$ cat config.mk
export PLATFORM = sky130hd
export DESIGN_NAME = multi_policy_job_scheduler
export DESIGN_NICKNAME = d
export VERILOG_FILES = /design/src/rtl/mpjs_pkg.sv /design/src/rtl/mpjs_ram.sv /design/src/rtl/multi_policy_job_scheduler.sv
export SDC_FILE = /design/constraint.sdc
export NUM_CORES = 2
export LEC_CHECK = 0
export BUFFER_PORTS_ARGS = -buffer_cell sky130_fd_sc_hd__buf_2
export CELL_PAD_IN_SITES_DETAIL_PLACEMENT = 1
export CELL_PAD_IN_SITES_GLOBAL_PLACEMENT = 1
export CORE_AREA = 10 10 528 530
export CTS_CLUSTER_DIAMETER = 100
export CTS_CLUSTER_SIZE = 20
export DETAILED_ROUTE_END_ITERATION = 10
export DIE_AREA = 0 0 538 540
export PLACE_DENSITY_LB_ADDON = 0.2
export SLEW_MARGIN = 40
export SYNTH_ARGS = -nofsm -noshare
export SYNTH_HDL_FRONTEND = slang
export SYNTH_SLANG_ARGS = --single-unit
$ cat constraint.sdc
create_clock -name clk -period 14 [get_ports clk]
set_input_delay 1.4 -clock clk [delete_from_list [all_inputs] [get_ports clk]]
set_output_delay 1.4 -clock clk [all_outputs]
set_load 0.005 [all_outputs]
$ cat src/rtl/mpjs_pkg.sv
// ----------------------------------------------------------------------------
// mpjs_pkg - shared types and constants of the multi-policy job scheduler
// Job record layout, command and policy codes, status codes and defaults.
// ----------------------------------------------------------------------------
package mpjs_pkg;

	localparam int SLOTS_DEF = 16;
	localparam logic [23:0] MAX24 = 24'hFFFFFF;

	typedef enum logic [1:0] {
		CMD_NEW     = 2'd0,
		CMD_QUANTUM = 2'd1,
		CMD_FINISH  = 2'd2,
		CMD_NOP     = 2'd3
	} cmd_t;

	localparam logic [2:0] POL_FCFS  = 3'd0;
	localparam logic [2:0] POL_PRI   = 3'd1;
	localparam logic [2:0] POL_PPRI  = 3'd2;
	localparam logic [2:0] POL_PSRTF = 3'd3;
	localparam logic [2:0] POL_RR    = 3'd4;
	localparam logic [2:0] POL_SJF   = 3'd5;

	localparam logic [1:0] ST_OK    = 2'd0;
	localparam logic [1:0] ST_FULL  = 2'd1;
	localparam logic [1:0] ST_NOTFD = 2'd2;

	typedef struct packed {
		logic [15:0] job;
		logic [31:0] arrival;
		logic [23:0] run;
		logic [23:0] remaining;
		logic        started;
		logic [31:0] svc_begin;
		logic [7:0]  prio;
		logic [23:0] quanta;
	} rec_t;

endpackage

$ cat src/rtl/mpjs_ram.sv
// ----------------------------------------------------------------------------
// mpjs_ram - generic single-write, single-read synchronous RAM
// One write port, one read port, read data registered.
// ----------------------------------------------------------------------------
module mpjs_ram #(
	parameter int WIDTH = 8,
	parameter int DEPTH = 16
) (
	input  logic                     clk,
	input  logic                     we,
	input  logic [$clog2(DEPTH)-1:0] waddr,
	input  logic [WIDTH-1:0]         wdata,
	input  logic [$clog2(DEPTH)-1:0] raddr,
	output logic [WIDTH-1:0]         rdata
);

	logic [WIDTH-1:0] mem [DEPTH];
	logic [WIDTH-1:0] rdata_q;

	always_ff @(posedge clk) begin
		if (we) begin
			mem[waddr] <= wdata;
		end
		rdata_q <= mem[raddr];
	end

	assign rdata = rdata_q;

endmodule

$ cat src/rtl/multi_policy_job_scheduler.sv
// ----------------------------------------------------------------------------
// multi_policy_job_scheduler - job table with six selection policies
// Stores job records in a RAM and sweeps it once per command.
// ----------------------------------------------------------------------------
// Usage:
//   Input channel (in_valid/in_ready) carries one command per transaction:
//   new job, quantum expired, or job finished. Each command yields exactly
//   one result transaction on out_valid/out_ready with the chosen job, a
//   status and the running totals.
//   cfg_we/cfg_wdata write the policy register; write it only while idle.
//   Every command sweeps all SLOTS records through the record RAM, one read
//   per cycle, then passes through drain, write-back, accumulate and done
//   before its result is loaded into the output register.
//   One command is in work at a time; the next one is taken while the last
//   result still waits in the output register.
//   Reset clears the slot valid bits, the totals and the policy (FCFS).
//   Record contents are not cleared; a slot is fully written when filled.
//   When the receiver stalls, the result holds in the output register and
//   the block stops before loading the following result.
// ----------------------------------------------------------------------------
module multi_policy_job_scheduler #(
	parameter int SLOTS = mpjs_pkg::SLOTS_DEF
) (
	input  logic         clk,
	input  logic         arst_n,
	input  logic         cfg_we,
	input  logic [2:0]   cfg_wdata,
	input  logic         in_valid,
	output logic         in_ready,
	input  logic [1:0]   cmd,
	input  logic         has_job,
	input  logic [15:0]  job_id,
	input  logic [31:0]  now,
	input  logic [23:0]  run_length,
	input  logic [7:0]   job_priority,
	output logic         out_valid,
	input  logic         out_ready,
	output logic         next_valid,
	output logic [15:0]  next_job_id,
	output logic [1:0]   status,
	output logic [31:0]  jobs_done,
	output logic [47:0]  sum_wait,
	output logic [47:0]  sum_turnaround,
	output logic [47:0]  sum_response
);

	localparam int IW = $clog2(SLOTS);

	typedef enum logic [2:0] {S_IDLE, S_SCAN, S_DRAIN, S_WB, S_ACC, S_DONE} state_t;

	state_t           state_q;
	logic [2:0]       policy_q;
	logic [IW:0]      cnt_q;
	logic [SLOTS-1:0] used_q;

	// latched command
	mpjs_pkg::cmd_t cmd_q;
	logic           has_job_q;
	logic [15:0]    id_q;
	logic [31:0]    now_q;
	logic [23:0]    run_q;
	logic [7:0]     prio_q;

	// read pipeline
	logic          rd_vld_s1;
	logic [IW-1:0] rd_idx_s1;
	mpjs_pkg::rec_t rd_rec;

	// sweep results
	logic           best_vld_q;
	logic [31:0]    best_key_q;
	logic [31:0]    best_arr_q;
	logic [15:0]    best_job_q;
	logic           cur_fnd_q;
	logic [IW-1:0]  cur_idx_q;
	mpjs_pkg::rec_t cur_rec_q;
	logic           free_fnd_q;
	logic [IW-1:0]  free_idx_q;

	// totals and deltas
	logic [31:0] count_q;
	logic [47:0] wait_q, turn_q, resp_q;
	logic [47:0] d_wait_q, d_turn_q, d_resp_q;
	logic        fin_q;

	// result waiting for the output register
	logic        res_vld_q;
	logic [15:0] res_job_q;
	logic [1:0]  res_st_q;

	// output register
	logic        out_vld_q;
	logic        out_nv_q;
	logic [15:0] out_job_q;
	logic [1:0]  out_st_q;
	logic [31:0] out_cnt_q;
	logic [47:0] out_wait_q, out_turn_q, out_resp_q;

	// RAM ports
	logic           ram_we;
	logic [IW-1:0]  ram_waddr;
	mpjs_pkg::rec_t ram_wdata;
	logic [$bits(mpjs_pkg::rec_t)-1:0] ram_rdata;

	mpjs_ram #(
		.WIDTH($bits(mpjs_pkg::rec_t)),
		.DEPTH(SLOTS)
	) u_ram (
		.clk  (clk),
		.we   (ram_we),
		.waddr(ram_waddr),
		.wdata(ram_wdata),
		.raddr(cnt_q[IW-1:0]),
		.rdata(ram_rdata)
	);

	assign rd_rec = mpjs_pkg::rec_t'(ram_rdata);

	// per-slot evaluation of the record coming out of the RAM
	logic           lookup;
	logic           slot_used;
	logic           match;
	mpjs_pkg::rec_t charged;
	mpjs_pkg::rec_t eff;
	logic [31:0]    key;
	logic           better;
	logic           nonpre;

	always_comb begin
		lookup = (cmd_q == mpjs_pkg::CMD_FINISH) ||
		         (cmd_q == mpjs_pkg::CMD_QUANTUM && has_job_q);
		slot_used = used_q[rd_idx_s1];
		match = rd_vld_s1 && slot_used && lookup && !cur_fnd_q && (rd_rec.job == id_q);
		charged = rd_rec;
		if (!rd_rec.started) begin
			charged.started   = 1'b1;
			charged.svc_begin = now_q - 32'd1;
		end
		if (rd_rec.remaining != 24'd0) begin
			charged.remaining = rd_rec.remaining - 24'd1;
		end
		if (rd_rec.quanta != mpjs_pkg::MAX24) begin
			charged.quanta = rd_rec.quanta + 24'd1;
		end
		eff = (match && cmd_q == mpjs_pkg::CMD_QUANTUM) ? charged : rd_rec;
		case (policy_q)
			mpjs_pkg::POL_PRI,
			mpjs_pkg::POL_PPRI:  key = {24'd0, eff.prio};
			mpjs_pkg::POL_PSRTF: key = {8'd0, eff.remaining};
			mpjs_pkg::POL_RR:    key = {8'd0, eff.quanta};
			mpjs_pkg::POL_SJF:   key = {8'd0, eff.run};
			default:             key = eff.arrival;
		endcase
		better = !best_vld_q || (key < best_key_q) ||
		         (key == best_key_q && eff.arrival < best_arr_q);
		nonpre = !(policy_q == mpjs_pkg::POL_PPRI || policy_q == mpjs_pkg::POL_PSRTF ||
		           policy_q == mpjs_pkg::POL_RR);
	end

	always_comb begin
		ram_we    = 1'b0;
		ram_waddr = cur_idx_q;
		ram_wdata = cur_rec_q;
		if (state_q == S_WB) begin
			if (cmd_q == mpjs_pkg::CMD_NEW && free_fnd_q) begin
				ram_we    = 1'b1;
				ram_waddr = free_idx_q;
				ram_wdata = '{job: id_q, arrival: now_q, run: run_q, remaining: run_q,
				              started: 1'b0, svc_begin: 32'd0, prio: prio_q,
				              quanta: 24'd0};
			end else if (cmd_q == mpjs_pkg::CMD_QUANTUM && lookup && cur_fnd_q) begin
				ram_we = 1'b1;
			end
		end
	end

	assign in_ready = (state_q == S_IDLE);

	always_ff @(posedge clk or negedge arst_n) begin
		if (!arst_n) begin
			state_q    <= S_IDLE;
			policy_q   <= mpjs_pkg::POL_FCFS;
			cnt_q      <= '0;
			used_q     <= '0;
			rd_vld_s1  <= 1'b0;
			count_q    <= '0;
			wait_q     <= '0;
			turn_q     <= '0;
			resp_q     <= '0;
			out_vld_q  <= 1'b0;
			best_vld_q <= 1'b0;
			cur_fnd_q  <= 1'b0;
			free_fnd_q <= 1'b0;
			fin_q      <= 1'b0;
			res_vld_q  <= 1'b0;
		end else begin
			if (cfg_we) begin
				policy_q <= cfg_wdata;
			end
			// drop the result once taken, unless a new one is loaded this cycle
			if (out_vld_q && out_ready && state_q != S_DONE) begin
				out_vld_q <= 1'b0;
			end

			// sweep evaluation
			if (rd_vld_s1) begin
				if (slot_used && better) begin
					best_vld_q <= 1'b1;
					best_key_q <= key;
					best_arr_q <= eff.arrival;
					best_job_q <= eff.job;
				end
				if (match) begin
					cur_fnd_q <= 1'b1;
					cur_idx_q <= rd_idx_s1;
					cur_rec_q <= eff;
				end
				if (!slot_used && !free_fnd_q) begin
					free_fnd_q <= 1'b1;
					free_idx_q <= rd_idx_s1;
				end
			end

			case (state_q)
				S_IDLE: begin
					rd_vld_s1 <= 1'b0;
					if (in_valid) begin
						cmd_q      <= mpjs_pkg::cmd_t'(cmd);
						has_job_q  <= has_job;
						id_q       <= job_id;
						now_q      <= now;
						run_q      <= run_length;
						prio_q     <= job_priority;
						cnt_q      <= '0;
						best_vld_q <= 1'b0;
						cur_fnd_q  <= 1'b0;
						free_fnd_q <= 1'b0;
						fin_q      <= 1'b0;
						state_q    <= S_SCAN;
					end
				end
				S_SCAN: begin
					// issue one read per cycle; data is evaluated once the registered read returns
					rd_vld_s1 <= 1'b1;
					rd_idx_s1 <= cnt_q[IW-1:0];
					cnt_q     <= cnt_q + 1'b1;
					if (cnt_q == (IW+1)'(SLOTS - 1)) begin
						state_q <= S_DRAIN;
					end
				end
				S_DRAIN: begin
					rd_vld_s1 <= 1'b0;
					state_q   <= S_WB;
				end
				S_WB: begin
					res_st_q  <= mpjs_pkg::ST_OK;
					res_vld_q <= 1'b0;
					res_job_q <= 16'd0;
					case (cmd_q)
						mpjs_pkg::CMD_NEW: begin
							if (free_fnd_q) begin
								used_q[free_idx_q] <= 1'b1;
							end else begin
								res_st_q <= mpjs_pkg::ST_FULL;
							end
						end
						mpjs_pkg::CMD_QUANTUM: begin
							if (lookup && !cur_fnd_q) begin
								res_st_q <= mpjs_pkg::ST_NOTFD;
							end
							if (lookup && cur_fnd_q && nonpre) begin
								res_vld_q <= 1'b1;
								res_job_q <= cur_rec_q.job;
							end else if (best_vld_q) begin
								res_vld_q <= 1'b1;
								res_job_q <= best_job_q;
							end
						end
						mpjs_pkg::CMD_FINISH: begin
							if (cur_fnd_q) begin
								used_q[cur_idx_q] <= 1'b0;
								fin_q    <= 1'b1;
								d_resp_q <= (cur_rec_q.started ? {16'd0, cur_rec_q.svc_begin}
								                               : {48{1'b1}})
								            - {16'd0, cur_rec_q.arrival};
								d_turn_q <= {16'd0, now_q} - {16'd0, cur_rec_q.arrival};
								d_wait_q <= {16'd0, now_q} - {16'd0, cur_rec_q.arrival}
								            - {24'd0, cur_rec_q.run};
							end else begin
								res_st_q <= mpjs_pkg::ST_NOTFD;
							end
						end
						default: begin
						end
					endcase
					state_q <= S_ACC;
				end
				S_ACC: begin
					if (fin_q) begin
						count_q <= count_q + 32'd1;
						resp_q  <= resp_q + d_resp_q;
						turn_q  <= turn_q + d_turn_q;
						wait_q  <= wait_q + d_wait_q;
					end
					state_q <= S_DONE;
				end
				S_DONE: begin
					// hold until the output register is free
					if (!out_vld_q || out_ready) begin
						out_vld_q  <= 1'b1;
						out_nv_q   <= res_vld_q;
						out_job_q  <= res_job_q;
						out_st_q   <= res_st_q;
						out_cnt_q  <= count_q;
						out_wait_q <= wait_q;
						out_turn_q <= turn_q;
						out_resp_q <= resp_q;
						state_q    <= S_IDLE;
					end
				end
				default: state_q <= S_IDLE;
			endcase
		end
	end

	assign out_valid      = out_vld_q;
	assign next_valid     = out_nv_q;
	assign next_job_id    = out_job_q;
	assign status         = out_st_q;
	assign jobs_done      = out_cnt_q;
	assign sum_wait       = out_wait_q;
	assign sum_turnaround = out_turn_q;
	assign sum_response   = out_resp_q;

	a_full_no_next: assert property (@(posedge clk) disable iff (!arst_n)
		out_valid && status == mpjs_pkg::ST_FULL |-> !next_valid)
		else $error("table-full result carries a chosen job");

	a_ram_we_wb: assert property (@(posedge clk) disable iff (!arst_n)
		ram_we |-> state_q == S_WB)
		else $error("record RAM written outside write-back");

	a_used_wb: assert property (@(posedge clk) disable iff (!arst_n)
		state_q != S_WB |=> $stable(used_q))
		else $error("slot valid bits changed outside write-back");

	a_count_step: assert property (@(posedge clk) disable iff (!arst_n)
		!$stable(count_q) |-> count_q == $past(count_q) + 32'd1)
		else $error("finished count moved by other than one");

endmodule
Word level (Yosys, flattened, before mapping)
Memory sizes are Yosys's and may differ from the RTL's. A register that Yosys moved wholly into a read port is not among the register bits. Index checks and enable logic that the tools add are counted.

Register bits: 888. RAM bits: 2576. Output and inout port bits: 197. Word-level logic and storage cells: 205. Memories kept: 1.

Memory list: u_ram.mem (depth 16, bits a word 161, read ports 1, clocked after Yosys merged registers in 1, write ports 1, RTL line mpjs_ram.sv:17) `logic [WIDTH-1:0] mem [DEPTH];`.

$add $sub $neg: 11. Order comparisons: 7. Eq/ne operators: 24. Multiplexer cells: 59. Bitwise gates (word level): 3. Reduce and logical (&&, ||, !) cells: 53.

Operators with widths (number): two-way mux 161 bit (2); adder 48 bit (3); case mux 32 bit (4 select lines) (1); two-way mux 89 bit (1); < comparator 32 bit (2); two-way mux 16 bit (4); two-way mux 24 bit (2); two-way mux 48 bit (1); subtractor 48 x 32 -> 48 bit (1); subtractor 33 x 25 -> 34 bit (1); subtractor 32 x 32 -> 33 bit (1); adder 32 x 1 -> 32 bit, second input constant (1); equality test 32 bit (1); two-way mux 32 bit (1); case mux 16 bit (2 select lines) (1); subtractor 32 x 1 -> 32 bit, second input constant (1); two-way mux 1 bit (30); adder 24 x 1 -> 24 bit, second input constant (1); != test 24 bit, second input constant (1); nonzero test 24 bit (1); subtractor 24 x 1 -> 24 bit, second input constant (1); logical AND 1 bit (19); case mux 3 bit (6 select lines) (1); AND reduction 3 bit (6); 32 further kinds (73).

Depth between registers and ports, before layout
Depth in word-level cells: 17. Gate-level depth with buffers: 23. Mapped depth without buffers: 23.

Hierarchy
Synthesis repeated with hierarchy kept, for this count alone.

Cells, all modules: 8449. Area, all modules: 146335.3 um^2.

Modules (own cells, without submodules): mpjs_ram (times used 1, cells each 4208, area an instance 99905.8 um^2, seq. area each 80577.3 um^2); multi_policy_job_scheduler (times used 1, cells each 4241, area an instance 46429.5 um^2, seq. area each 25194.2 um^2).

Worst setup path after synthesis
Ideal clock, no wire load.

Path kind: input to register. From: input port out_ready. To: register out_cnt_q[0], in the netlist jobs_done[0] (enable). Setup time: 0.753 ns. Arrival: 9.709 ns. Slack: 3.539 ns. Stages on the path: 3. Path buffers: 0. Path through: nand2b_1 > nand2_1 > nor2_1.

Cells in the longest elaborated chain, start to end: 2.

Ends and longest elaborated chain: from (decl) (RTL line multi_policy_job_scheduler.sv:37) `input logic out_ready,`; logical OR 1 bit (RTL line multi_policy_job_scheduler.sv:309) `if (!out_vld_q || out_ready) begin`; AND reduction 3 bit (no line); to (signal assigned) (RTL line multi_policy_job_scheduler.sv:314) `out_cnt_q <= count_q;`; to (decl) (RTL line multi_policy_job_scheduler.sv:96) `logic [31:0] out_cnt_q;`.

No other way between the ends. A chain may end at the register's enable or synchronous reset.

==> out/qor.yml <==
status: "complete, no violations"
tns_ns: 0
port_buffers: 287
cellLeakagePower_nw: 53.58
nFillCells: 23298
drive_above_1_share_pct: 18.62
hpwl_mm: 253.8
timing.fmax_ghz: 0.1448
required_ns: 14.55
wl_mm: 402.3
insertion_delay_ns: 0.94
dp_slack_ns: 7.001
final_nets: 8882
fp.coreArea_um2: 267400
p_sw_mw: 6.704
setup_violations: 0
clock_skew_ns: 0.05608
min_path_type: "in2async"
tritoncts: "yes"
yosysWarnings: 0
final_area_um2: 159900
multi_input_area_um2: 39330
final_max_slew_viol_count: 0
period_needed_ns: 6.905
cts_resized: 0
worst_pin_slew_ns: 0.9049
p_seq_share_pct: 51.7
ys_seq_elements: 3611
worst_slew_margin_rel_pct: 39.67
drt_first_pass_iters: 5
setup_ws_ns: 7.095
holdBufCountCts: 0
grt_usage_pct: 27.28
wl_met2_mm: 190.9
cts_buffers: 204
num_rows: 190
cts-root-buf: "clkbuf_16"
drt-initial-drc-count: 9384
end_kind: "register"
power.density_nw_per_um2: 153.0
seq_area_frac_synth_pct: 72.04
boundaryPins: 288
wl_met3_mm: 33.80
grt_max_degree: 177
cts_max_path_buffers: 4
syn_area_um2: 146800
post_drt_wl_per_cell_um: 32.93
regArea_um2: 105800
synth_cell_type_count: 102
rsz0062_at_grt: "no"
die_y_um: 540
cts_htree_levels: 4
fin_crit_sh_pct: 49.32
placed_cell_area_um2: 153500
worst-path-max-fanout: 55
crit_type: "reg2reg"
synth_nets: 8536
top_layer_used: "met5"
postCtsSetupBuffers: 0
grt_overflow: 0
clk_pin_slew_ns: 0.09
synth_edf_count: 3240
initial_core_util_pct: 54.90
area_growth_pct: 8.942
drc: 0
clkPwrFrac_pct: 25.8
synthFlopType: "edfxtp_1"
antenna_found_initial: 36
ant_nets: 0
grt_first_pass_wirelength_mm: 583.7
clock-sinks: 3611
arrival_ns: 7.45
worstSetupStartpointType: "register"
p_sw_share_pct: 27.39
p_int_mw: 17.77
hold_viol_final: 0
dieWidth_um: 538
ir_worst_vdd_mv: 0.1803
vias: 79309
whs_ns: 0.3657
via_per_inst: 6.491
synth_area_per_cell_um2: 18.03
met1Wirelength_mm: 165.6
async_flop_share_pct: 5.816
gp_congestion: 0.9058
synth_cells: 8141
drv_cap: 0
dieArea_um2: 290500
grt_pass1_vias: 81642
p_comb_share_pct: 22.5
==> stage by stage <==
stage,total power [mW],std cells,utilization (%)
after floorplan,16.54,8141,-
after global placement,18.24,11806,57.25
after detailed placement,18.40,11820,57.40
after CTS,24.60,12191,59.65
after global routing,25.34,12207,59.79
final,24.48,12218,59.80
==> critical path, stage by stage, from the launching register on <==
cell and delay [ns]:
edfxtp_1 0.49, nand2b_1 0.33, a21o_1 0.32, nor4b_2 0.41, nand4_2 0.54, nor2_4 0.42
nand4_1 0.25, nor2_1 0.19, xnor2_1 0.17, a221oi_1 0.12, a211oi_1 0.54, ha_1 0.39
a21oi_1 0.17, nor2b_1 0.06, o21ai_0 0.16, nand2b_1 0.08, a21oi_1 0.15, o21ai_0 0.12
a31o_2 0.25, a22oi_1 0.17, nand3_1 0.14, o221ai_4 0.21, buf_4 0.74
==> path summary, 6_finish.rpt <==
check                                            from                        to  slack [ns]  cells after the start
max in group asynchronous                      arst_n    turn_q[20]$_DFFE_PN0P_       11.77                      4
min reg2reg                res_job_q[3]$_SDFFCE_PP0P_  next_job_id[3]$_DFFE_PP_        0.43                      0
min                                            arst_n       cur_fnd_q$_DFF_PN0_        0.37                      1
min in group clk           res_job_q[3]$_SDFFCE_PP0P_  next_job_id[3]$_DFFE_PP_        0.43                      0
max                                cmd_q[0]$_DFFE_PP_  best_arr_q[17]$_DFFE_PP_        7.09                     22
max reg2reg                        cmd_q[0]$_DFFE_PP_  best_arr_q[17]$_DFFE_PP_        7.09                     22
==> Yosys cell counts (25+ instances only) <==
| master | count | area share (%) |
|---|---|---|
| a211oi_1 | 41 | 0.21 |
| a21o_1 | 165 | 0.84 |
| a21oi_1 | 254 | 0.87 |
| a31oi_1 | 37 | 0.16 |
| and2_1 | 76 | 0.32 |
| and3_1 | 45 | 0.19 |
| buf_1 | 69 | 0.18 |
| clkbuf_1 | 252 | 0.64 |
| dfrtp_1 | 210 | 3.6 |
| dfxtp_1 | 161 | 2.2 |
| edfxtp_1 | 3240 | 66 |
| ha_1 | 298 | 2.5 |
| inv_1 | 199 | 0.51 |
| mux4_2 | 810 | 12 |
| nand2_1 | 594 | 1.5 |
| nand2b_1 | 83 | 0.35 |
| nand3_1 | 99 | 0.34 |
| nand4_1 | 51 | 0.22 |
| nor2_1 | 218 | 0.56 |
| nor2b_1 | 49 | 0.21 |
| nor3_1 | 58 | 0.20 |
| o211ai_1 | 25 | 0.13 |
| o21a_1 | 41 | 0.21 |
| o21ai_0 | 335 | 1.1 |
| o21ai_1 | 46 | 0.16 |
| o21bai_1 | 33 | 0.17 |
| xnor2_1 | 188 | 1.1 |
| xor2_1 | 130 | 0.78 |
==> power groups by stage <==
stage | logic [mW] | registers [mW] | clock network, mW
4_1_cts | 5.53 | 12.7 | 6.41
2_1_floorplan | 3.99 | 12.6 | 0
3_5_place_dp | 5.50 | 12.9 | 0
6_report | 5.51 | 12.7 | 6.30
5_1_grt | 5.86 | 12.7 | 6.80
3_3_place_gp | 5.37 | 12.9 | 0
==> logic make-up after synthesis <==
logic type,after synthesis,synth area share (%)
flops,3611,72.04
simple gates,1399,4.595
compound gates,1144,4.877
mux,835,12.60
buf+inv,530,1.362
xor+xnor,318,1.897
fa+ha+maj,304,2.621
==> cell usage in the layout, fill, tap and decap left out, types with 15 or more instances in the layout <==
cell type	instances
o21a_1	41
mux4_2	810
dfrtp_1	207
o211ai_1	25
inv_1	198
buf_12	30
o21ai_0	320
o21ai_1	46
buf_2	286
nor3_1	58
nor2b_1	48
edfxtp_1	3240
a21o_1	165
nand4_1	51
a221oi_1	23
nor4_1	21
nor2_4	19
clkbuf_1	148
xnor2_1	188
a31oi_1	36
nand2b_1	82
xor2_1	130
and2_1	74
a21oi_1	252
buf_6	25
o21bai_1	33
mux2i_1	15
o21ai_2	16
clkbuf_16	207
ha_1	298
nand3_1	98
dfxtp_1	161
a211oi_1	41
nand2_1	594
and3_1	43
buf_4	111
a41oi_1	17
nor2_1	199
==> sequential cells by signal, indices dropped and copies added (netlist names), 8 cells and up <==
register,cells
jobs_done,32
best_arr_q,32
res_job_q,16
d_turn_q,33
turn_q,48
run_q,24
sum_wait,48
prio_q,8
d_resp_q,48
cur_rec_q,161
best_key_q,32
id_q,16
best_job_q,16
u_ram.rdata,161
next_job_id,16
sum_turnaround,48
d_wait_q,34
now_q,32
resp_q,48
count_q,32
used_q,16
u_ram.mem,2576
wait_q,48
sum_response,48
==> cell type report <==
type | instances | share of cell area, %
flip-flops and latches | 3611 | 66.14
multi-input cells | 4000 | 24.59
clock buffers | 357 | 3.603
well taps | 3552 | 2.779
repair buffers | 469 | 2.229
inverters | 201 | 0.4795
clock inverters | 14 | 0.1643
diodes | 14 | 0.02190
==> routing by layer <==
layer	GRT usage, %	up-vias
met5	0	-
met1	39.92	42024
met2	43.38	3736
met4	7.312	16
li1	-	32983
met3	4.213	550
(Power assumes the default switching activity.)
